<file path="src/design/postfix_stack_evaluator_top_macros.svh">
// Assertion macros shared by the postfix stack evaluator RTL.
`ifndef POSTFIX_STACK_EVALUATOR_TOP_MACROS_SVH
`define POSTFIX_STACK_EVALUATOR_TOP_MACROS_SVH

`ifndef NO_ASSERTIONS

// Same-cycle implication under a synchronous active-high reset
`define PSE_ASSERT(lbl, clk_sig, rst_sig, cond, prop) \
  lbl: assert property (@(posedge clk_sig) disable iff (rst_sig) (cond) |-> (prop)) \
    else $error("pse assertion failed");

// Next-cycle implication under a synchronous active-high reset
`define PSE_ASSERT_NXT(lbl, clk_sig, rst_sig, cond, prop) \
  lbl: assert property (@(posedge clk_sig) disable iff (rst_sig) (cond) |=> (prop)) \
    else $error("pse assertion failed");

`else

`define PSE_ASSERT(lbl, clk_sig, rst_sig, cond, prop)
`define PSE_ASSERT_NXT(lbl, clk_sig, rst_sig, cond, prop)

`endif

`endif

</file>
<file path="src/design/pse_pkg.sv">
// Types and codes shared by the postfix stack evaluator modules.
`default_nettype none

package pse_pkg;

  localparam int DATA_W    = 32;
  localparam int DIV_STEPS = 32;
  localparam int CNT_W     = 5;

  // Token kinds
  localparam logic [1:0] ACT_PUSH = 2'd0;
  localparam logic [1:0] ACT_OP   = 2'd1;
  localparam logic [1:0] ACT_END  = 2'd2;

  // Operator codes
  localparam logic [1:0] OP_ADD = 2'd0;
  localparam logic [1:0] OP_SUB = 2'd1;
  localparam logic [1:0] OP_MUL = 2'd2;
  localparam logic [1:0] OP_DIV = 2'd3;

  // Result status codes
  localparam logic [1:0] STAT_OK        = 2'd0;
  localparam logic [1:0] STAT_UNDERFLOW = 2'd1;
  localparam logic [1:0] STAT_OVERFLOW  = 2'd2;
  localparam logic [1:0] STAT_DIV_ZERO  = 2'd3;

  typedef enum logic [2:0] {
    SEQ_IDLE,
    SEQ_READ_B,
    SEQ_LATCH_B,
    SEQ_ALU,
    SEQ_EMIT
  } seq_state_t;

  typedef enum logic [1:0] {
    ALU_IDLE,
    ALU_DIV,
    ALU_FIX
  } alu_state_t;

  typedef struct packed {
    logic       start;
    logic [1:0] op;
  } alu_req_t;

  typedef struct packed {
    logic done;
    logic div_zero;
  } alu_rsp_t;

endpackage

`default_nettype wire

</file>
<file path="src/design/pse_ram.sv">
// Generic single-write, single-read RAM with registered read data.
`default_nettype none

module pse_ram #(
  parameter int WIDTH = 32,
  parameter int DEPTH = 16,
  localparam int ADDR_W = (DEPTH > 1) ? $clog2(DEPTH) : 1
) (
  input  wire logic              clk,
  input  wire logic              we,
  input  wire logic [ADDR_W-1:0] waddr,
  input  wire logic [WIDTH-1:0]  wdata,
  input  wire logic [ADDR_W-1:0] raddr,
  output logic      [WIDTH-1:0]  rdata
);

  logic [WIDTH-1:0] mem [DEPTH];

  // Write port and registered read port
  always_ff @(posedge clk) begin
    if (we) begin
      mem[waddr] <= wdata;
    end
    rdata <= mem[raddr];
  end

endmodule

`default_nettype wire

</file>
<file path="src/design/pse_alu.sv">
// Shared arithmetic unit: registered add/sub/mul, 32-step restoring divider.
`default_nettype none

module pse_alu (
  input  wire logic                       clk,
  input  wire logic                       rst,
  input  wire pse_pkg::alu_req_t          req,
  input  wire logic [pse_pkg::DATA_W-1:0] opnd_a,   // top of stack
  input  wire logic [pse_pkg::DATA_W-1:0] opnd_b,   // entry below top
  output pse_pkg::alu_rsp_t               rsp,
  output logic      [pse_pkg::DATA_W-1:0] result
);

`include "postfix_stack_evaluator_top_macros.svh"

  pse_pkg::alu_state_t alu_state, alu_state_next;

  logic [pse_pkg::CNT_W-1:0]  count;
  logic [pse_pkg::DATA_W-1:0] rem;
  logic [pse_pkg::DATA_W-1:0] quot;
  logic [pse_pkg::DATA_W-1:0] den;
  logic                       neg;
  logic                       done;
  logic                       div_zero;

  logic [pse_pkg::DATA_W:0]   shifted;
  logic [pse_pkg::DATA_W:0]   diff;
  logic                       fits;
  logic [pse_pkg::DATA_W-1:0] mag_a;
  logic [pse_pkg::DATA_W-1:0] mag_b;

  assign rsp.done     = done;
  assign rsp.div_zero = div_zero;

  // Operand magnitudes for the divider
  assign mag_a = opnd_a[pse_pkg::DATA_W-1] ? ('0 - opnd_a) : opnd_a;
  assign mag_b = opnd_b[pse_pkg::DATA_W-1] ? ('0 - opnd_b) : opnd_b;

  // One restoring step: shift in next dividend bit, trial subtract
  assign shifted = {rem, quot[pse_pkg::DATA_W-1]};
  assign diff    = shifted - {1'b0, den};
  assign fits    = ~diff[pse_pkg::DATA_W];

  // Next state
  always_comb begin
    alu_state_next = alu_state;
    case (alu_state)
      pse_pkg::ALU_IDLE: begin
        if (req.start && (req.op == pse_pkg::OP_DIV) && (opnd_b != '0)) begin
          alu_state_next = pse_pkg::ALU_DIV;
        end
      end
      pse_pkg::ALU_DIV: begin
        if (count == '0) begin
          alu_state_next = pse_pkg::ALU_FIX;
        end
      end
      pse_pkg::ALU_FIX: alu_state_next = pse_pkg::ALU_IDLE;
      default:          alu_state_next = pse_pkg::ALU_IDLE;
    endcase
  end

  // State register and done pulse
  always_ff @(posedge clk) begin
    if (rst) begin
      alu_state <= pse_pkg::ALU_IDLE;
      done      <= 1'b0;
    end else begin
      alu_state <= alu_state_next;
      done      <= 1'b0;
      if (alu_state == pse_pkg::ALU_IDLE && req.start) begin
        done <= (req.op != pse_pkg::OP_DIV) || (opnd_b == '0);
      end else if (alu_state == pse_pkg::ALU_FIX) begin
        done <= 1'b1;
      end
    end
  end

  // Datapath
  always_ff @(posedge clk) begin
    case (alu_state)
      pse_pkg::ALU_IDLE: begin
        if (req.start) begin
          div_zero <= 1'b0;
          case (req.op)
            pse_pkg::OP_ADD: result <= opnd_a + opnd_b;
            pse_pkg::OP_SUB: result <= opnd_a - opnd_b;
            pse_pkg::OP_MUL: result <= opnd_a * opnd_b;
            default: begin
              if (opnd_b == '0) begin
                result   <= '0;
                div_zero <= 1'b1;
              end else begin
                rem   <= '0;
                quot  <= mag_a;
                den   <= mag_b;
                neg   <= opnd_a[pse_pkg::DATA_W-1] ^ opnd_b[pse_pkg::DATA_W-1];
                count <= pse_pkg::CNT_W'(pse_pkg::DIV_STEPS - 1);
              end
            end
          endcase
        end
      end
      pse_pkg::ALU_DIV: begin
        rem   <= fits ? diff[pse_pkg::DATA_W-1:0] : shifted[pse_pkg::DATA_W-1:0];
        quot  <= {quot[pse_pkg::DATA_W-2:0], fits};
        count <= count - 1'b1;
      end
      pse_pkg::ALU_FIX: begin
        result <= neg ? ('0 - quot) : quot;
      end
      default: ;
    endcase
  end

  `PSE_ASSERT(a_start_when_idle, clk, rst, req.start, alu_state == pse_pkg::ALU_IDLE)
  `PSE_ASSERT_NXT(a_fix_gives_done, clk, rst, alu_state == pse_pkg::ALU_FIX, done)
  `PSE_ASSERT(a_div_zero_done, clk, rst, div_zero && !done, alu_state == pse_pkg::ALU_IDLE)

endmodule

`default_nettype wire

</file>
<file path="src/design/postfix_stack_evaluator_top.sv">
// Postfix integer stack evaluator: token stream in, one status/result per token out.
//
//  channel | dir | tdata           | tuser                           | tlast
//  s_*     | in  | number[31:0]    | action[1:0], operator_code[3:2] | -
//  m_*     | out | result_value    | status[1:0]                     | expression_done
//
// Push, end and rejected tokens: idle, then emit, then the output register.
// Add, subtract, multiply: read B, latch B, ALU, emit (two reads, ALU, write).
// Divide: the sequencer waits in the ALU state for the 32-step shared divider, except on a zero divisor.
// One token at a time; s_tready is high only while the sequencer is idle.
// A stalled output holds its register; the next token is taken meanwhile.
// rst clears the stack fill and last result; stack RAM contents are kept.
`default_nettype none

module postfix_stack_evaluator_top #(
  parameter int STACK_DEPTH = 16
) (
  input  wire logic        clk,
  input  wire logic        rst,
  input  wire logic        s_tvalid,
  output logic             s_tready,
  input  wire logic [31:0] s_tdata,   // number[31:0]
  input  wire logic [3:0]  s_tuser,   // action[1:0], operator_code[3:2]
  output logic             m_tvalid,
  input  wire logic        m_tready,
  output logic      [31:0] m_tdata,   // result_value[31:0]
  output logic      [1:0]  m_tuser,   // status[1:0]
  output logic             m_tlast    // expression_done
);

`include "postfix_stack_evaluator_top_macros.svh"

  localparam int ADDR_W = (STACK_DEPTH > 1) ? $clog2(STACK_DEPTH) : 1;
  localparam int FILL_W = $clog2(STACK_DEPTH + 1);
  localparam logic [FILL_W-1:0] FILL_FULL = FILL_W'(STACK_DEPTH);
  localparam logic [FILL_W-1:0] FILL_TWO  = FILL_W'(2);

  pse_pkg::seq_state_t state, state_next;

  logic [FILL_W-1:0]          fill;
  logic [FILL_W-1:0]          fill_m1;
  logic [FILL_W-1:0]          fill_m2;
  logic [pse_pkg::DATA_W-1:0] last_result;
  logic [pse_pkg::DATA_W-1:0] opnd_a;
  logic [1:0]                 op_code;
  logic [1:0]                 res_status;
  logic                       res_done;
  logic [pse_pkg::DATA_W-1:0] res_value;

  logic       accept;
  logic [1:0] in_action;
  logic [1:0] in_op;
  logic       out_free;

  logic                       ram_we;
  logic [ADDR_W-1:0]          ram_waddr;
  logic [pse_pkg::DATA_W-1:0] ram_wdata;
  logic [ADDR_W-1:0]          ram_raddr;
  logic [pse_pkg::DATA_W-1:0] ram_rdata;

  pse_pkg::alu_req_t          alu_req;
  pse_pkg::alu_rsp_t          alu_rsp;
  logic [pse_pkg::DATA_W-1:0] alu_result;

  assign in_action = s_tuser[1:0];
  assign in_op     = s_tuser[3:2];
  assign s_tready  = (state == pse_pkg::SEQ_IDLE);
  assign accept    = s_tvalid & s_tready;
  assign out_free  = ~m_tvalid | m_tready;
  assign fill_m1   = fill - 1'b1;
  assign fill_m2   = fill - FILL_TWO;

  // Stack memory
  pse_ram #(
    .WIDTH (pse_pkg::DATA_W),
    .DEPTH (STACK_DEPTH)
  ) u_stack (
    .clk   (clk),
    .we    (ram_we),
    .waddr (ram_waddr),
    .wdata (ram_wdata),
    .raddr (ram_raddr),
    .rdata (ram_rdata)
  );

  // Shared arithmetic unit
  pse_alu u_alu (
    .clk    (clk),
    .rst    (rst),
    .req    (alu_req),
    .opnd_a (opnd_a),
    .opnd_b (ram_rdata),
    .rsp    (alu_rsp),
    .result (alu_result)
  );

  // Stack ports: top is read while idle, the entry below on the next cycle
  always_comb begin
    ram_raddr = (state == pse_pkg::SEQ_IDLE) ? fill_m1[ADDR_W-1:0] : fill_m2[ADDR_W-1:0];
    ram_we    = 1'b0;
    ram_waddr = fill[ADDR_W-1:0];
    ram_wdata = s_tdata;
    if (accept && (in_action == pse_pkg::ACT_PUSH) && (fill != FILL_FULL)) begin
      ram_we = 1'b1;
    end else if ((state == pse_pkg::SEQ_ALU) && alu_rsp.done) begin
      ram_we    = 1'b1;
      ram_waddr = fill_m2[ADDR_W-1:0];
      ram_wdata = alu_result;
    end
  end

  assign alu_req.start = (state == pse_pkg::SEQ_LATCH_B);
  assign alu_req.op    = op_code;

  // Sequencer next state
  always_comb begin
    state_next = state;
    case (state)
      pse_pkg::SEQ_IDLE: begin
        if (accept) begin
          if ((in_action == pse_pkg::ACT_OP) && (fill >= FILL_TWO)) begin
            state_next = pse_pkg::SEQ_READ_B;
          end else begin
            state_next = pse_pkg::SEQ_EMIT;
          end
        end
      end
      pse_pkg::SEQ_READ_B:  state_next = pse_pkg::SEQ_LATCH_B;
      pse_pkg::SEQ_LATCH_B: state_next = pse_pkg::SEQ_ALU;
      pse_pkg::SEQ_ALU: begin
        if (alu_rsp.done) begin
          state_next = pse_pkg::SEQ_EMIT;
        end
      end
      pse_pkg::SEQ_EMIT: begin
        if (out_free) begin
          state_next = pse_pkg::SEQ_IDLE;
        end
      end
      default: state_next = pse_pkg::SEQ_IDLE;
    endcase
  end

  // Sequencer state
  always_ff @(posedge clk) begin
    if (rst) begin
      state <= pse_pkg::SEQ_IDLE;
    end else begin
      state <= state_next;
    end
  end

  // Stack fill and last operator result
  always_ff @(posedge clk) begin
    if (rst) begin
      fill        <= '0;
      last_result <= '0;
    end else if (accept) begin
      case (in_action)
        pse_pkg::ACT_PUSH: begin
          if (fill != FILL_FULL) begin
            fill <= fill + 1'b1;
          end
        end
        pse_pkg::ACT_END: begin
          fill        <= '0;
          last_result <= '0;
        end
        default: ;
      endcase
    end else if ((state == pse_pkg::SEQ_ALU) && alu_rsp.done) begin
      fill        <= fill_m1;
      last_result <= alu_result;
    end
  end

  // Pending result fields and operand capture
  always_ff @(posedge clk) begin
    if (accept) begin
      op_code    <= in_op;
      res_done   <= 1'b0;
      res_status <= pse_pkg::STAT_OK;
      res_value  <= last_result;
      case (in_action)
        pse_pkg::ACT_PUSH: begin
          if (fill == FILL_FULL) begin
            res_status <= pse_pkg::STAT_OVERFLOW;
          end
        end
        pse_pkg::ACT_OP: begin
          if (fill < FILL_TWO) begin
            res_status <= pse_pkg::STAT_UNDERFLOW;
          end
        end
        pse_pkg::ACT_END: res_done <= 1'b1;
        default: ;
      endcase
    end
    if (state == pse_pkg::SEQ_READ_B) begin
      opnd_a <= ram_rdata;
    end
    if ((state == pse_pkg::SEQ_ALU) && alu_rsp.done) begin
      res_value  <= alu_result;
      res_status <= alu_rsp.div_zero ? pse_pkg::STAT_DIV_ZERO : pse_pkg::STAT_OK;
    end
  end

  // Output register valid
  always_ff @(posedge clk) begin
    if (rst) begin
      m_tvalid <= 1'b0;
    end else if ((state == pse_pkg::SEQ_EMIT) && out_free) begin
      m_tvalid <= 1'b1;
    end else if (m_tready) begin
      m_tvalid <= 1'b0;
    end
  end

  // Output register payload
  always_ff @(posedge clk) begin
    if ((state == pse_pkg::SEQ_EMIT) && out_free) begin
      m_tdata <= res_value;
      m_tuser <= res_status;
      m_tlast <= res_done;
    end
  end

  `PSE_ASSERT(a_fill_bound, clk, rst, 1'b1, fill <= FILL_FULL)
  `PSE_ASSERT_NXT(a_end_clears, clk, rst, accept && (in_action == pse_pkg::ACT_END), (fill == '0) && (last_result == '0))
  `PSE_ASSERT(a_alu_done_waited, clk, rst, alu_rsp.done, state == pse_pkg::SEQ_ALU)
  `PSE_ASSERT_NXT(a_push_grows, clk, rst, accept && (in_action == pse_pkg::ACT_PUSH) && (fill != FILL_FULL), fill == $past(fill) + 1'b1)

endmodule

`default_nettype wire
</file>
<file path="config.mk">
export PLATFORM = sky130hd
export DESIGN_NAME = postfix_stack_evaluator_top
export DESIGN_NICKNAME = d
export VERILOG_FILES = /design/src/design/pse_pkg.sv /design/src/design/pse_ram.sv /design/src/design/pse_alu.sv /design/src/design/postfix_stack_evaluator_top.sv
export VERILOG_INCLUDE_DIRS = /design/src /design/src/design
export SDC_FILE = /design/constraint.sdc
export NUM_CORES = 2
export LEC_CHECK = 0
export BUFFER_PORTS_ARGS = -buffer_cell sky130_fd_sc_hd__buf_2
export CORE_MARGIN = 3
export CORE_UTILIZATION = 58
export CTS_CLUSTER_DIAMETER = 200
export DETAILED_ROUTE_END_ITERATION = 8
export HOLD_SLACK_MARGIN = 0.05
export PLACE_DENSITY = 0.78
export SYNTH_ARGS = -nofsm -noshare
export SYNTH_HDL_FRONTEND = slang
export SYNTH_SLANG_ARGS = --single-unit
</file>
<file path="constraint.sdc">
create_clock -name clk -period 7.14 [get_ports clk]
set_input_delay 1.071 -clock clk [delete_from_list [all_inputs] [get_ports clk]]
set_output_delay 1.071 -clock clk [all_outputs]
set_load 0.05 [all_outputs]
</file>
# Word level (Yosys, flattened, before mapping)
# Memories as Yosys holds them, arrays and structs flattened. A register that Yosys moved wholly into a read port is not among the register bits.
# Cells that the tools add are included.
# Widths: inputs -> output; s select.
dict set report classes {
  add_sub_neg 10
  mul 1
  n_lt_le_gt_ge 2
  eq_ne 26
  mux 58
  bitwise_logic 7
  reduce_logical 29
}
# cell count
set ops {}
lappend ops {{$mux 32} 18}
lappend ops {{$pmux 32 s2} 3}
lappend ops {{$pmux 32 s3} 1}
lappend ops {{$sub 1x32->32 const A} 3}
lappend ops {{$sub 33x32->33} 1}
lappend ops {{$add 32x32->32} 1}
lappend ops {{$logic_not 32->1} 1}
lappend ops {{$mul 32x32->32} 1}
lappend ops {{$reduce_bool 32->1} 1}
lappend ops {{$sub 32x32->32} 1}
lappend ops {{$mux 31} 1}
lappend ops {{$mux 5} 6}
lappend ops {{$pmux 5 s2} 2}
lappend ops {{$pmux 3 s5} 1}
lappend ops {{$mux 2} 6}
lappend ops {{$mux 3} 4}
lappend ops {{$mux 4} 3}
lappend ops {{$ne 2x1->1 const B} 6}
lappend ops {{$mux 1} 11}
lappend ops {{$ne 5x5->1 const B} 2}
lappend ops {{$sub 5x1->5 const B} 2}
lappend ops {{$reduce_and 3->1} 3}
lappend ops {{$eq 2x2->1 const B} 4}
lappend ops {{$logic_and 1x1->1} 8}
lappend ops {{25 further kinds} 43}
dict set report word_totals {
  register_bits 283
  mem_bits_rw 512
  in_bits 40
  output_inout_bits 37
  word_cells 156
  mem_count 1
}
# memory words width rd rd_ports_with_merged_regs write_ports line_no
set memory_table {}
lappend memory_table {u_stack.mem 16 32 1 1 1 pse_ram.sv:17} ;# logic [WIDTH-1:0] mem [DEPTH];

# Longest topological paths before layout
dict set report depth {
  depth_word 7
  ltp_mapped 29
  mapped_depth_nobuf 27
}

# Cells and area by module
# A second synthesis with hierarchy kept.
dict set report unflattened {
  cells_unflattened 4328
  area_unflattened_um2 52466.6
}
# mod n_inst cells_each area_per_inst_um2 seq_area_each_um2
set modules_own_cells {}
lappend modules_own_cells {pse_alu 1 2999 26985.9 4113.9}
lappend modules_own_cells {pse_ram 1 838 19854.0 16015.4}
lappend modules_own_cells {postfix_stack_evaluator_top 1 491 5626.6 3943.8}

# Worst setup path after synthesis
# No wires, ideal clock.
dict set report synth_path {
  path_kind {register to register}
  start {register u_stack.rdata[8] (read register of u_stack.mem)}
  end {register u_alu.result[29] (netlist bit), data pin}
  setup_ps 270
  arrival_ps 7358
  required_ps 6870
  slack_ps -488
  path_stages_with_launch 29
  path_buffers 2
  synth_period_minus_slack_ps 7628
  path_cell_list {dfxtp_1 -> clkbuf_1 -> buf_1 -> nand2_1 -> fa_1 -> inv_1 -> fa_1 -> fa_1 -> inv_1 -> fa_1 -> inv_1 -> fa_1 -> inv_1 -> fa_1 -> inv_1 -> fa_1 -> fa_1 -> ha_1 -> and4_1 -> and3b_1 -> a211oi_1 -> o21ai_0 -> a31oi_1 -> nor2b_1 -> o21a_1 -> o41a_1 -> xor2_1 -> a221oi_1 -> a21oi_1}
}
dict set report synth_between {
  elab_chain_len 4
  elab_cells_between_ends 6
  classes_between {add/sub (2); mul (1); mux (3)}
}
# item line_no
set synth_lines {}
lappend synth_lines {{start: declaration} pse_ram.sv:14} ;# output logic [WIDTH-1:0] rdata
lappend synth_lines {{$mul 32x32->32 (tied with other cells)} pse_alu.sv:88} ;# pse_pkg::OP_MUL: result <= opnd_a * opnd_b;
lappend synth_lines {{$pmux 32 s3 *} pse_alu.sv:85} ;# case (req.op)
lappend synth_lines {{$mux 32 *} pse_alu.sv:83} ;# if (req.start) begin
lappend synth_lines {{$pmux 32 s2 *} pse_alu.sv:81} ;# case (alu_state)
lappend synth_lines {{end signal: assignment} pse_alu.sv:86} ;# pse_pkg::OP_ADD: result <= opnd_a + opnd_b;
lappend synth_lines {{end signal: assignment} pse_alu.sv:87} ;# pse_pkg::OP_SUB: result <= opnd_a - opnd_b;
lappend synth_lines {{end signal: assignment} pse_alu.sv:88}
lappend synth_lines {{end: declaration} pse_alu.sv:11} ;# output logic [pse_pkg::DATA_W-1:0] result
# Mark *: on every way between the ends. The rest lies on a longest branch, timed or not. The select of a mux whose other input is x is not followed.
# A chain may end at the register's enable or synchronous reset.

# Worst setup path after layout
dict set report layout_path {
  start {register opnd_a[15] (netlist bit)}
  end {register u_alu.result[29] (netlist bit), data pin}
}
dict set report layout_between {
  elab_chain_len 4
  elab_cells_between_ends 6
  classes_between {add/sub (2); mul (1); mux (3)}
}
# item line_no
set layout_lines {}
lappend layout_lines {{start: declaration} postfix_stack_evaluator_top.sv:44} ;# logic [pse_pkg::DATA_W-1:0] opnd_a;
lappend layout_lines {{start signal: assignment} postfix_stack_evaluator_top.sv:200} ;# opnd_a <= ram_rdata;
lappend layout_lines {{$mul 32x32->32 (tied with other cells)} pse_alu.sv:88}
lappend layout_lines {{$pmux 32 s3 *} pse_alu.sv:85}
lappend layout_lines {{$mux 32 *} pse_alu.sv:83}
lappend layout_lines {{$pmux 32 s2 *} pse_alu.sv:81}
# Marked as above.

==> summary.md <==
| Metric | Value |
|---|---|
| Max-slew violations | 0 |
| Pin count of the biggest net entering global routing | 129 |
| Layout Nets | 5090 |
| Filler instances | 6270 |
| WHS | 418 ps |
| Largest cells by area after synthesis | edfxtp_1 (43%), fa_1 (16%), mux4_2 (6.9%), ha_1 (4.7%), nand2_1 (4.1%) |
| Root buf cell | clkbuf_16 |
| Antenna viol nets, final | 0 |
| Synth unique cells | 86 |
| RSZ-0062 raised after global routing | true |
| Vias in the first global route | 35706 |
| DR pass1 iterations | 6 |
| Syn_nets | 4896 |
| DRC viols | 0 |
| Avg WL per Cell | 25.1 um |
| Final Hold Fails | 0 |
| DP HPWL | 97200 um |
| H-tree depth | 3 |
| Clk Latency, worst-skew pair | 660 ps |
| Crit share post-route | 1.06 |
| Crit path capture type | flip-flop |
| Worst R2R Path Depth | 25 |
| Most frequent cells in the layout | edfxtp_1 (751), nand2_1 (572), inv_1 (447) |
| Final Wtd Congestion | 0.952 |
| Initial antenna violation count | 5 |
| Initial Util | 0.589 |
| Most common cell after layout, fill and taps aside | edfxtp_1 |
| Placed Instances | 5516 |
| Final wirelength | 142000 um |
| Clk sink count | 827 |
| Setup WS pre-CTS | -457 ps |
| Setup violations, final | 10 |
| Die area | 93900 um^2 |
| Outcome | finished with violations |
| Least-Margin Pin Slew | 1150 ps |
| Area grow syn2layout | 12.1% |
| Avg Cell Area, Syn | 12.3 um^2 |
| Clock-pin slew on the worst setup and hold paths | 70 ps |
| Number of synthesized flops with an enable pin | 751 |
| Die X | 306 um |
| Ys flop type | edfxtp_1 |
| Crit path DAT | 7910 ps |
| DR iter-0 viols | 3544 |
| Crit path max fanout | 6 |
| Reg2reg setup slack | -400 ps |
| Type of the worst setup path | flip-flop to flip-flop |
| Core area | 88900 um^2 |
| Fmax | 0.133 GHz |
| WP data required | 7510 ps |
| CP Launch Type | flip-flop |
| Share of cells above drive strength 1 | 0.160 |
| #FFs+latches synth | 827 |
| Final std cells w/o fill | 5675 |
| Total number of vias | 34686 |
| Post-synthesis sequential area ratio | 0.460 |
| Slew HR | 0.233 |
| Async set-reset flop share out of synthesis | 0 |
| Synth Cell Area | 52400 um^2 |
| Number of buffers created by CTS | 81 |
| Cell taking the most area after synthesis | edfxtp_1 |
| Clock Skew | 29.9 ps |
| Hold Path Stages | 0 |
| CTS tree | built |
| Minimum clock period | 7540 ps |
| Gr usage total | 0.307 |
| Worst min path class | flip-flop to flip-flop |
| IO buf count | 76 |
| Grt total ovfl | 0 |
| Die Ht | 306 um |
| Maxcap violations | 0 |
| First-pass GRT wire length | 216000 um |
| Antenna cells | 0 |
| Vias per cell | 6.11 |
| Clock tree buffer depth | 3 |
| Setup slack after layout | -403 ps |
| Syn Inst Count | 4249 |
| Yosys warning count | 0 |
| Yosys top cell area share | 0.431 |
| Ports | 77 |
| Failing checks | negative setup slack |
| Row count | 109 |
[flip-flops by register name, indices dropped and copies added (netlist names), 3 cells and up]
name	flops
u_alu.den	32
opnd_a	32
u_alu.rem	32
u_alu.quot	32
last_result	32
u_alu.count	5
m_tdata	32
u_alu.result	32
u_stack.rdata	32
u_stack.mem	512
res_value	32
state	3
fill	5
[layout make-up]
cell class	count	area, um^2	area share
Timing Repair Buffer	342	2500	0.0426
Inverter	451	1690	0.0288
Clock inverter	39	606	0.0103
Tap cell	1165	1460	0.0248
Sequential cell	827	24100	0.410
Clock buffer	111	2190	0.0373
Multi-Input combinational cell	2740	26200	0.446
[through the flow]
stage / instance area (um^2) / setup TNS [ps] / utilization
final: 58700 / -1960 / 0.660
after global routing: 58700 / -5010 / 0.660
after CTS: 58600 / -1750 / 0.659
after detailed placement: 55700 / -2330 / 0.626
after global placement: 55700 / -1790 / 0.626
after floorplan: 52600 / -121 / -
[timing repair]
item / 4_1_cts / 5_1_grt
buffers inserted: 4 / 6
resized for setup: 17 / 26
setup endpoints to repair: 14 / 16
pin swaps: 9 / 15
hold buffers: 0 / 0
[per-layer routing]
layer | GRT usage | share of wire | vias up | wire length (um)
li1 | - | - | 14929 | -
met1 | 0.409 | 0.38 | 17583 | 53800
met2 | 0.510 | 0.49 | 1813 | 69600
met3 | 0.0525 | 0.092 | 359 | 13100
met4 | 0.121 | 0.041 | 2 | 5810
met5 | 0 | 0.000091 | - | 13
[path summary, 6_finish.rpt]
kind / start / endpoint
worst max register to register: opnd_a[15]$_DFFE_PP_ / u_alu.result[29]$_DFFE_PP_
worst max-delay path: opnd_a[15]$_DFFE_PP_ / u_alu.result[29]$_DFFE_PP_
worst min register to register: res_done$_DFFE_PP_ / m_tlast$_DFFE_PP_
worst min-delay path: res_done$_DFFE_PP_ / m_tlast$_DFFE_PP_
[critical path: stages (launching register included)]
cell and delay, ps:
edfxtp_1 520, and2_4 200, fa_1 500, inv_1 50, fa_1 460, fa_1 520
fa_1 570, inv_2 40, fa_1 530, inv_2 50, fa_1 530, inv_1 50
fa_1 460, fa_1 540, ha_4 220, and4_4 190, and3b_1 170, a211oi_2 180
nand4_1 160, a31oi_2 180, nor2b_1 70, o21a_1 210, o41a_1 350, xor2_1 150
a221oi_1 280, a21oi_1 60
[synthesized netlist by cell type, drive strengths merged (23+ instances only)]
cell type  number
a21o           24
a21oi         154
and2          315
buf            29
clkbuf        202
dfxtp          76
edfxtp        751
fa            410
ha            197
inv           450
mux2i          31
mux4          160
nand2         573
nand2b         26
nand3          31
nor2          127
nor2b          24
nor3           29
o21a           23
o21ai         111
o31ai          38
xnor2         144
xor2          110
[cells by family (layout without fill, tap and decap cells)]
kind of cell | count (synthesis) | after routing | share of synthesized area
AND/OR/NAND/NOR | 1214 | 1214 | 0.112
flip-flops | 827 | 827 | 0.460
buffers and inverters | 682 | 943 | 0.0493
adder cells (fa/ha/maj) | 607 | 607 | 0.204
AO/OA/AOI/OAI | 473 | 473 | 0.0572
XOR/XNOR | 254 | 254 | 0.0425
multiplexers | 192 | 192 | 0.0750
Power is left out: the tool's default activity adds up to more than one toggle a clock period on the data nets, which glitch-free logic cannot reach.
